$ cat config.mk
export PLATFORM = sky130hd
export DESIGN_NAME = hash_quorum_voter_unit
export DESIGN_NICKNAME = d
export VERILOG_FILES = /design/src/rtl/hqv_pkg.sv /design/src/rtl/hash_quorum_voter_unit.sv /design/src/rtl/hqv_ctrl.sv /design/src/rtl/hqv_dpath.sv
export SDC_FILE = /design/constraint.sdc
export NUM_CORES = 2
export LEC_CHECK = 0
export BUFFER_PORTS_ARGS = -buffer_cell sky130_fd_sc_hd__buf_2
export CORE_MARGIN = 2
export CORE_UTILIZATION = 45
export DETAILED_ROUTE_END_ITERATION = 16
export PLACE_DENSITY_LB_ADDON = 0.2
export SLEW_MARGIN = 20
export SYNTH_ARGS = -nofsm -noshare
export SYNTH_HDL_FRONTEND = slang
export SYNTH_SLANG_ARGS = --single-unit
$ cat constraint.sdc
create_clock -name aclk -period 16.68 [get_ports aclk]
set_input_delay 3.336 -clock aclk [delete_from_list [all_inputs] [get_ports aclk]]
set_output_delay 3.336 -clock aclk [all_outputs]
set_load 0.02 [all_outputs]
$ cat src/rtl/hqv_pkg.sv
// Shared types, sizes and codes for the hash quorum voter.
// No dependencies; used by hqv_ctrl, hqv_dpath and hash_quorum_voter_unit.
package hqv_pkg;

    // Number of reporting sources per probe (2 to 8)
    localparam int NUM_SOURCES = 3;

    localparam int HASH_W      = 256;
    localparam int WORD_W      = 64;
    localparam int HEIGHT_W    = 31;
    localparam int QUORUM_W    = 4;
    localparam int AGREE_W     = 4;
    localparam int IDX_OUT_W   = 3;
    localparam int VERDICT_W   = 2;

    localparam int SRC_W  = (NUM_SOURCES > 1) ? $clog2(NUM_SOURCES) : 1;
    localparam int SEEN_W = $clog2(NUM_SOURCES + 1);
    localparam int CNT_W  = SEEN_W;

    // Stream word layout
    localparam int S_DATA_BITS = HEIGHT_W + HASH_W;
    localparam int S_TDATA_W   = ((S_DATA_BITS + 7) / 8) * 8;
    localparam int S_TUSER_W   = 2;
    localparam int M_DATA_BITS = HEIGHT_W + AGREE_W + IDX_OUT_W + HASH_W
                                 + 2 * IDX_OUT_W;
    localparam int M_TDATA_W   = ((M_DATA_BITS + 7) / 8) * 8;
    localparam int M_TUSER_W   = VERDICT_W + 1;

    typedef logic [SRC_W-1:0]       src_t;
    typedef logic [SEEN_W-1:0]      seen_t;
    typedef logic [CNT_W-1:0]       cnt_t;
    typedef logic [AGREE_W-1:0]     agree_t;
    typedef logic [IDX_OUT_W-1:0]   idx_out_t;
    typedef logic [QUORUM_W-1:0]    quorum_t;
    typedef logic [HASH_W-1:0]      hash_t;
    typedef logic [HEIGHT_W-1:0]    height_t;
    typedef logic [VERDICT_W-1:0]   verdict_t;

    localparam quorum_t DEFAULT_QUORUM = 4'd2;

    localparam verdict_t VERDICT_NO_DATA = 2'd0;
    localparam verdict_t VERDICT_MATCH   = 2'd1;
    localparam verdict_t VERDICT_SPLIT   = 2'd2;

    typedef enum logic [2:0] {
        ST_IDLE,
        ST_READ,
        ST_CMP,
        ST_TALLY,
        ST_FETCH,
        ST_EMIT
    } hqv_state_t;

    // Controller to datapath
    typedef struct packed {
        logic load_item;   // take the input word
        logic scan_read;   // read stored hash at the scan index
        logic scan_next;   // compare and advance the scan
        logic tally;       // count the report in its group
        logic fetch_best;  // read the winning hash
        logic emit;        // load the result and clear the probe
    } hqv_cmd_t;

    // Datapath to controller
    typedef struct packed {
        logic scan_need;   // incoming report must be compared with earlier ones
        logic hit;         // scanned source holds the same hash
        logic scan_end;    // scan index is the last earlier source
        logic item_last;   // loaded report closes the probe
        logic out_free;    // result register can take a new result
    } hqv_sts_t;

endpackage

$ cat src/rtl/hash_quorum_voter_unit.sv
// Hash quorum voter: one report per word, one verdict word per probe.
// Each present, error-free report is compared with the earlier stored hashes, at most its
// source index of them, one at a time, until the first equal one is found or the scan ends.
// The verdict is registered once the closing report has passed its scan, TALLY, FETCH
// and EMIT; it waits longer only while the previous verdict still waits for m_tready.
// Reset (aresetn low, synchronous) empties the probe, drops the result and sets
// the quorum threshold to 2. Top level; depends on hqv_pkg, hqv_ctrl and hqv_dpath.
module hash_quorum_voter_unit (
    input  logic                               aclk,
    input  logic                               aresetn,
    // Report words
    input  logic                               s_tvalid,
    output logic                               s_tready,
    // height, hash_word_0, hash_word_1, hash_word_2, hash_word_3, zero pad
    input  logic [hqv_pkg::S_TDATA_W-1:0]      s_tdata,
    // present, error
    input  logic [hqv_pkg::S_TUSER_W-1:0]      s_tuser,
    input  logic                               s_tlast,
    // Verdict words
    output logic                               m_tvalid,
    input  logic                               m_tready,
    // probe_height, group_size, winner_source, winner_word_0..3,
    // split_first, split_second, zero pad
    output logic [hqv_pkg::M_TDATA_W-1:0]      m_tdata,
    // verdict, split_found
    output logic [hqv_pkg::M_TUSER_W-1:0]      m_tuser,
    // quorum threshold write
    input  logic                               cfg_valid,
    output logic                               cfg_ready,
    input  logic [hqv_pkg::QUORUM_W-1:0]       cfg_data
);

    hqv_pkg::hqv_cmd_t cmd;
    hqv_pkg::hqv_sts_t sts;

    // Register writes are always taken
    assign cfg_ready = 1'b1;

    hqv_ctrl u_ctrl (
        .aclk     (aclk),
        .aresetn  (aresetn),
        .s_tvalid (s_tvalid),
        .s_tready (s_tready),
        .sts      (sts),
        .cmd      (cmd)
    );

    hqv_dpath u_dpath (
        .aclk     (aclk),
        .aresetn  (aresetn),
        .s_tdata  (s_tdata),
        .s_tuser  (s_tuser),
        .s_tlast  (s_tlast),
        .cfg_wr   (cfg_valid && cfg_ready),
        .cfg_data (cfg_data),
        .m_tvalid (m_tvalid),
        .m_tready (m_tready),
        .m_tdata  (m_tdata),
        .m_tuser  (m_tuser),
        .cmd      (cmd),
        .sts      (sts)
    );

endmodule

$ cat src/rtl/hqv_ctrl.sv
// Controller state machine of the hash quorum voter.
// Depends on hqv_pkg; drives hqv_dpath through hqv_cmd_t, reads hqv_sts_t.
module hqv_ctrl (
    input  logic              aclk,
    input  logic              aresetn,
    input  logic              s_tvalid,
    output logic              s_tready,
    input  hqv_pkg::hqv_sts_t sts,
    output hqv_pkg::hqv_cmd_t cmd
);

    hqv_pkg::hqv_state_t state_reg;
    hqv_pkg::hqv_state_t state_next;

    // Hold state
    always_ff @(posedge aclk) begin
        if (!aresetn) begin
            state_reg <= hqv_pkg::ST_IDLE;
        end else begin
            state_reg <= state_next;
        end
    end

    // Advance through scan, tally and result
    always_comb begin
        state_next = state_reg;
        case (state_reg)
            hqv_pkg::ST_IDLE: begin
                if (s_tvalid) begin
                    state_next = sts.scan_need ? hqv_pkg::ST_READ : hqv_pkg::ST_TALLY;
                end
            end
            hqv_pkg::ST_READ: begin
                state_next = hqv_pkg::ST_CMP;
            end
            hqv_pkg::ST_CMP: begin
                if (sts.hit || sts.scan_end) begin
                    state_next = hqv_pkg::ST_TALLY;
                end else begin
                    state_next = hqv_pkg::ST_READ;
                end
            end
            hqv_pkg::ST_TALLY: begin
                state_next = sts.item_last ? hqv_pkg::ST_FETCH : hqv_pkg::ST_IDLE;
            end
            hqv_pkg::ST_FETCH: begin
                state_next = hqv_pkg::ST_EMIT;
            end
            hqv_pkg::ST_EMIT: begin
                if (sts.out_free) begin
                    state_next = hqv_pkg::ST_IDLE;
                end
            end
            default: begin
                state_next = hqv_pkg::ST_IDLE;
            end
        endcase
    end

    // Decode commands
    always_comb begin
        cmd      = '0;
        s_tready = 1'b0;
        case (state_reg)
            hqv_pkg::ST_IDLE: begin
                s_tready      = 1'b1;
                cmd.load_item = s_tvalid;
            end
            hqv_pkg::ST_READ: begin
                cmd.scan_read = 1'b1;
            end
            hqv_pkg::ST_CMP: begin
                cmd.scan_next = 1'b1;
            end
            hqv_pkg::ST_TALLY: begin
                cmd.tally = 1'b1;
            end
            hqv_pkg::ST_FETCH: begin
                cmd.fetch_best = 1'b1;
            end
            hqv_pkg::ST_EMIT: begin
                cmd.emit = sts.out_free;
            end
            default: begin
                cmd = '0;
            end
        endcase
    end

endmodule

$ cat src/rtl/hqv_dpath.sv
// Datapath of the hash quorum voter: hash memory, group tallies, result register.
// Depends on hqv_pkg; commanded by hqv_ctrl.
module hqv_dpath (
    input  logic                               aclk,
    input  logic                               aresetn,
    // Input word
    input  logic [hqv_pkg::S_TDATA_W-1:0]      s_tdata,
    input  logic [hqv_pkg::S_TUSER_W-1:0]      s_tuser,
    input  logic                               s_tlast,
    // Configuration
    input  logic                               cfg_wr,
    input  logic [hqv_pkg::QUORUM_W-1:0]       cfg_data,
    // Result word
    output logic                               m_tvalid,
    input  logic                               m_tready,
    output logic [hqv_pkg::M_TDATA_W-1:0]      m_tdata,
    output logic [hqv_pkg::M_TUSER_W-1:0]      m_tuser,
    // Controller link
    input  hqv_pkg::hqv_cmd_t                  cmd,
    output hqv_pkg::hqv_sts_t                  sts
);

    // Input word fields
    hqv_pkg::height_t in_height;
    hqv_pkg::hash_t   in_hash;
    logic             in_present;
    logic             in_error;

    assign in_height  = s_tdata[hqv_pkg::HEIGHT_W-1:0];
    assign in_hash    = s_tdata[hqv_pkg::S_DATA_BITS-1:hqv_pkg::HEIGHT_W];
    assign in_present = s_tuser[0];
    assign in_error   = s_tuser[1];

    // Probe state
    hqv_pkg::quorum_t           quorum_reg;
    hqv_pkg::seen_t             seen_reg;
    logic [hqv_pkg::NUM_SOURCES-1:0] counted_reg;
    hqv_pkg::cnt_t              counts_reg [hqv_pkg::NUM_SOURCES];
    hqv_pkg::cnt_t              best_cnt_reg;
    hqv_pkg::src_t              best_idx_reg;
    logic                       any_reg;
    logic                       have_a_reg;
    hqv_pkg::src_t              a_reg;
    logic                       split_reg;
    hqv_pkg::src_t              second_reg;

    // Current report
    hqv_pkg::hash_t             hash_reg;
    hqv_pkg::height_t           height_reg;
    hqv_pkg::src_t              slot_reg;
    logic                       cnt_item_reg;
    logic                       last_reg;
    hqv_pkg::src_t              j_reg;
    hqv_pkg::src_t              lead_reg;

    // Hash memory
    hqv_pkg::hash_t             hash_mem [hqv_pkg::NUM_SOURCES];
    hqv_pkg::hash_t             rd_data_reg;
    hqv_pkg::src_t              rd_addr;

    // Result register
    logic                       m_valid_reg;
    hqv_pkg::height_t           out_height_reg;
    hqv_pkg::verdict_t          out_verdict_reg;
    hqv_pkg::agree_t            out_agree_reg;
    hqv_pkg::idx_out_t          out_winner_reg;
    hqv_pkg::hash_t             out_hash_reg;
    logic                       out_split_reg;
    hqv_pkg::idx_out_t          out_first_reg;
    hqv_pkg::idx_out_t          out_second_reg;

    logic                       room;
    hqv_pkg::src_t              in_slot;
    logic                       in_counted;
    hqv_pkg::cnt_t              inc_cnt;
    logic                       better;
    hqv_pkg::quorum_t           need;
    logic                       is_match;
    hqv_pkg::verdict_t          verdict;

    assign room       = seen_reg < hqv_pkg::seen_t'(hqv_pkg::NUM_SOURCES);
    assign in_slot    = seen_reg[hqv_pkg::SRC_W-1:0];
    assign in_counted = room && in_present && !in_error;

    // Status to controller
    assign sts.scan_need = in_counted && (seen_reg != '0);
    assign sts.hit       = counted_reg[j_reg] && (rd_data_reg == hash_reg);
    assign sts.scan_end  = (hqv_pkg::seen_t'(j_reg) + hqv_pkg::seen_t'(1))
                           == hqv_pkg::seen_t'(slot_reg);
    assign sts.item_last = last_reg;
    assign sts.out_free  = !m_valid_reg || m_tready;

    // Group tally and tie break toward the earlier leader
    assign inc_cnt = counts_reg[lead_reg] + hqv_pkg::cnt_t'(1);
    assign better  = (inc_cnt > best_cnt_reg)
                     || ((inc_cnt == best_cnt_reg) && (lead_reg < best_idx_reg));

    // Verdict
    assign need     = (quorum_reg == '0) ? hqv_pkg::DEFAULT_QUORUM : quorum_reg;
    assign is_match = hqv_pkg::quorum_t'(best_cnt_reg) >= need;
    always_comb begin
        if (!any_reg) begin
            verdict = hqv_pkg::VERDICT_NO_DATA;
        end else if (is_match) begin
            verdict = hqv_pkg::VERDICT_MATCH;
        end else begin
            verdict = hqv_pkg::VERDICT_SPLIT;
        end
    end

    // Write the report hash, read at scan or winner index
    assign rd_addr = cmd.fetch_best ? best_idx_reg : j_reg;
    always_ff @(posedge aclk) begin
        if (cmd.load_item && room) begin
            hash_mem[in_slot] <= in_hash;
        end
        if (cmd.scan_read || cmd.fetch_best) begin
            rd_data_reg <= hash_mem[rd_addr];
        end
    end

    // Configuration register
    always_ff @(posedge aclk) begin
        if (!aresetn) begin
            quorum_reg <= hqv_pkg::DEFAULT_QUORUM;
        end else if (cfg_wr) begin
            quorum_reg <= cfg_data;
        end
    end

    // Capture the current report and run the scan
    always_ff @(posedge aclk) begin
        if (cmd.load_item) begin
            hash_reg     <= in_hash;
            height_reg   <= in_height;
            slot_reg     <= in_slot;
            cnt_item_reg <= in_counted;
            last_reg     <= s_tlast;
            j_reg        <= '0;
            lead_reg     <= in_slot;
        end else if (cmd.scan_next) begin
            j_reg <= j_reg + hqv_pkg::src_t'(1);
            if (sts.hit) begin
                lead_reg <= j_reg;
            end
        end
    end

    // Probe state: fill on load, tally, clear on result
    always_ff @(posedge aclk) begin
        if (!aresetn || cmd.emit) begin
            seen_reg     <= '0;
            counted_reg  <= '0;
            best_cnt_reg <= '0;
            best_idx_reg <= '0;
            any_reg      <= 1'b0;
            have_a_reg   <= 1'b0;
            split_reg    <= 1'b0;
            a_reg        <= '0;
            second_reg   <= '0;
            for (int i = 0; i < hqv_pkg::NUM_SOURCES; i++) begin
                counts_reg[i] <= '0;
            end
        end else begin
            if (cmd.load_item && room) begin
                seen_reg             <= seen_reg + hqv_pkg::seen_t'(1);
                counted_reg[in_slot] <= in_present && !in_error;
            end
            if (cmd.tally && cnt_item_reg) begin
                counts_reg[lead_reg] <= inc_cnt;
                any_reg              <= 1'b1;
                if (better) begin
                    best_cnt_reg <= inc_cnt;
                    best_idx_reg <= lead_reg;
                end
                if (!have_a_reg) begin
                    have_a_reg <= 1'b1;
                    a_reg      <= slot_reg;
                end else if (!split_reg && (lead_reg != a_reg)) begin
                    split_reg  <= 1'b1;
                    second_reg <= slot_reg;
                end
            end
        end
    end

    // Result valid: set on emit, drop when taken
    always_ff @(posedge aclk) begin
        if (!aresetn) begin
            m_valid_reg <= 1'b0;
        end else if (cmd.emit) begin
            m_valid_reg <= 1'b1;
        end else if (m_tready) begin
            m_valid_reg <= 1'b0;
        end
    end

    // Result payload
    always_ff @(posedge aclk) begin
        if (cmd.emit) begin
            out_height_reg  <= height_reg;
            out_verdict_reg <= verdict;
            out_agree_reg   <= hqv_pkg::agree_t'(best_cnt_reg);
            if (verdict == hqv_pkg::VERDICT_MATCH) begin
                out_winner_reg <= hqv_pkg::idx_out_t'(best_idx_reg);
                out_hash_reg   <= rd_data_reg;
            end else begin
                out_winner_reg <= '0;
                out_hash_reg   <= '0;
            end
            if ((verdict == hqv_pkg::VERDICT_SPLIT) && split_reg) begin
                out_split_reg  <= 1'b1;
                out_first_reg  <= hqv_pkg::idx_out_t'(a_reg);
                out_second_reg <= hqv_pkg::idx_out_t'(second_reg);
            end else begin
                out_split_reg  <= 1'b0;
                out_first_reg  <= '0;
                out_second_reg <= '0;
            end
        end
    end

    assign m_tvalid = m_valid_reg;
    assign m_tdata  = {{(hqv_pkg::M_TDATA_W - hqv_pkg::M_DATA_BITS){1'b0}},
                       out_second_reg, out_first_reg, out_hash_reg,
                       out_winner_reg, out_agree_reg, out_height_reg};
    assign m_tuser  = {out_split_reg, out_verdict_reg};

    // Never overwrite a result that is still waiting
    assert property (@(posedge aclk) disable iff (!aresetn)
        cmd.emit |-> (!m_valid_reg || m_tready))
        else $error("result overwritten while pending");

    // A group leader is never later than the report it counts
    assert property (@(posedge aclk) disable iff (!aresetn)
        (cmd.tally && cnt_item_reg) |-> (lead_reg <= slot_reg))
        else $error("group leader after reporting source");

    // Largest group cannot exceed reports taken
    assert property (@(posedge aclk) disable iff (!aresetn)
        hqv_pkg::seen_t'(best_cnt_reg) <= seen_reg)
        else $error("group size exceeds reports taken");

    // A differing pair needs a first counted source
    assert property (@(posedge aclk) disable iff (!aresetn)
        split_reg |-> (have_a_reg && any_reg))
        else $error("split pair without first source");

endmodule

==> results by group <==
Status
  • Status: finished clean

Worst setup path
  • CP arrival: 7110 ps
  • Critical Path Sink Type: flip-flop
  • CP dominant cell by count: buf_4
  • Required time of the worst setup path: 17090 ps
  • Critical Path Start Type: primary input
  • Bufs and invs on worst path: 5
  • CP top delay family: buffers and inverters
  • CP cell instances: buf_2 > nand2_1 > inv_8 > buf_4 > buf_4 > buf_4
  • Source of the worst register-to-register timing path: u_ctrl.state_reg[0]
  • Setup Crit Path Kind: in2reg
  • R2R setup slack: 11830 ps
  • Max stage delay cell, worst path: buf_4
  • Reg2Reg Depth: 6
  • CP Max Fanout: 86
  • Worst path max stage delay: 920 ps
  • R2R Path End: u_dpath.hash_reg[83]

Hold path
  • Worst hold-check path type: reg2reg
  • Hold EP: u_dpath.out_height_reg[29]
  • Hold_sp: u_dpath.height_reg[29]
  • Hold depth: 0

Global routing
  • First-pass GRT wire length: 230600 um
  • Sum of overflow across all layers after global routing: 0
  • Total global-route track usage: 24.30%
  • Initial antenna violation count: 96
  • Number of global-route vias before repair: 30140
  • Largest net degree at the start of global routing: 197

Placed design
  • Dpl ws: 9061 ps
  • GPL Wtd Cong: 0.8502
  • Detailed Place HPWL: 111500 um
  • # port buffers: 598

Clocking
  • Post-cts sizing count: 0
  • Clk_lat worst skew: 790 ps
  • Clock buffer depth: 3
  • TritonCTS clock tree: built
  • Clk sink count: 1650
  • H-tree depth: 4
  • CTS Buf Count: 170
  • Post-CTS setup buffers: 0
  • Clock transition at path regs: 60 ps
  • Clk root buf: clkbuf_16
  • # hold bufs at CTS: 0

Floorplanning
  • Core Area: 133500 sq um
  • FP Rows: 134
  • # IOs: 610
  • Die Ht: 370.9 um
  • Initial Util: 45.39%
  • Die area: 137600 sq um
  • DIE WIDTH: 370.9 um

Cells and area
  • Final Core Density: 53.29%
  • Final #Nets: 4441
  • Area Overhead vs Synth: 17.40%
  • Biggest register: u_dpath.hash_mem
  • Layout cell share with drive strength beyond 1: 20.69%
  • Largest register FFs: 768

Timing
  • Worst hold margin: 415.4 ps
  • Minimum clock period: 6707 ps
  • Worst-margin pin slew: 1419 ps
  • Max Fclk: 149.1 MHz
  • Hold Violations, Final: 0
  • Setup_tns: 0 ps
  • Worst Skew: 23.85 ps
  • RSZ-0062 raised after global routing: no
  • Final max-slew violation count: 0
  • # setup viols final: 0
  • Post-route clock period utilization: 40.21%
  • Slew headroom: 5.395%
  • PnR worst setup slack: 9973 ps

Yosys
  • Top_reg_cell synth: edfxtp_1
  • Async SR Flop Fraction: 0%
  • Post-synth top area cell: edfxtp_1
  • Most common cell in the netlist: edfxtp_1
  • Synth top area cells: edfxtp_1 80%, mux2i_1 4.5%, and2_1 2.7%
  • Count of cell types in the netlist: 53
  • Post-Synthesis Cells: 3450
  • Syn Area/Cell: 17.56 sq um
  • Seq cells post-synth: 1650
  • Post-Syn Area: 60570 sq um
  • Yosys top cell area share: 80.46%
  • Most instantiated cells after synthesis: 1623 x edfxtp_1, 288 x nor2_1, 272 x mux2i_1
  • Ys Warns: 0
  • Post-synth EDFFs: 1623
  • Sequential area share after synthesis: 81.35%

Power
  • PwrDens: 162.8 nW/um^2
  • Leak: 26.72 nW
  • VDD IR max: 130.9 uV
  • Final Power: 11.58 mW

Route
  • Routed WL: 169500 um
  • Iter 0 DRT Violations: 3209
  • Antenna viol nets, final: 0
  • DR pass1 iterations: 6
  • Vias per inst: 5.298
  • DR WL/cell: 27.99 um
  • Vias: 32090
  • DRC viols: 0

Run
  • Max-capacitance violation count: 0
[layer usage]
layer	vias up	global-route usage (%)	part of all wire [%]
met3	333	6.746	8.9
li1	14350	-	-
met4	74	6.563	2.6
met2	1268	38.11	47
met5	-	0	0.26
met1	16060	33.49	42
[per-stage QoR]
stage	cell area (sq um)	std cells
floorplan	60600	3458
global placement	65720	5728
detailed placement	65730	5728
CTS	71040	6031
global route	71070	6037
finish	71110	6056
[cell type report]
cell class	instances	area (sq um)
clock inverters	97	893.4
inverters	90	345.3
clock buffers	206	4419
multi-input cells	1583	10510
fillers	10900	62340
well taps	1768	2212
flip-flops and latches	1650	49280
diodes	25	62.56
repair buffers	637	3398
[cell usage in the layout, fill, tap and decap left out, drive strengths merged, types with 9 or more instances in the layout]
cell type	Yosys	layout
inv	90	98
edfxtp	1623	1623
conb	2	10
clkinv	0	74
nand4	22	22
nor2	288	288
mux2i	272	272
a21oi	268	268
xnor2	33	33
diode	0	25
and2	261	261
bufinv	0	13
a2111oi	24	24
nand2b	22	22
buf	44	637
clkbuf	91	206
xor2	122	122
nor3	9	9
a22o	9	9
nand2	26	26
ha	9	9
dfxtp	27	27
nor4	41	41
o22ai	25	25
nor2b	75	75
[worst max path at each step]
stage / startpoint / end / slack, ps / cells after the start
6_report: s_tvalid / u_dpath.hash_reg[83] / 9970 / 6
5_1_grt: s_tvalid / u_dpath.hash_reg[24] / 9760 / 6
4_1_cts: s_tvalid / u_dpath.hash_reg[24] / 9930 / 6
3_5_place_dp: s_tvalid / u_dpath.hash_reg[24] / 9060 / 6
3_3_place_gp: s_tvalid / u_dpath.hash_reg[24] / 9050 / 6
2_1_floorplan: u_ctrl.state_reg[2] / u_dpath.rd_data_reg[0] / 4510 / 3
[cells by family (layout without fill, tap and decap cells)]
family                     after synthesis  count (layout)  share of synthesized area [%]
other                                    2              35                        0.01240
AOI/OAI and AO/OA                      367             367                          3.507
buffers and inverters                  225            1030                          1.498
xor gates and xnor gates               155             155                          2.241
muxes                                  274             274                          4.569
DFF                                   1650            1650                          81.35
and+or+nand+nor                        768             768                          6.635
adders and majority gates                9               9                         0.1859
[where the power goes]
group          total, mW  switching, mW  internal, mW  leakage [nW]
clock network       3.66           1.57          2.09          2.60
logic               2.13           1.52         0.611          8.51
registers           5.78          0.321          5.46          15.6
Power figures use the tool's default switching activity.
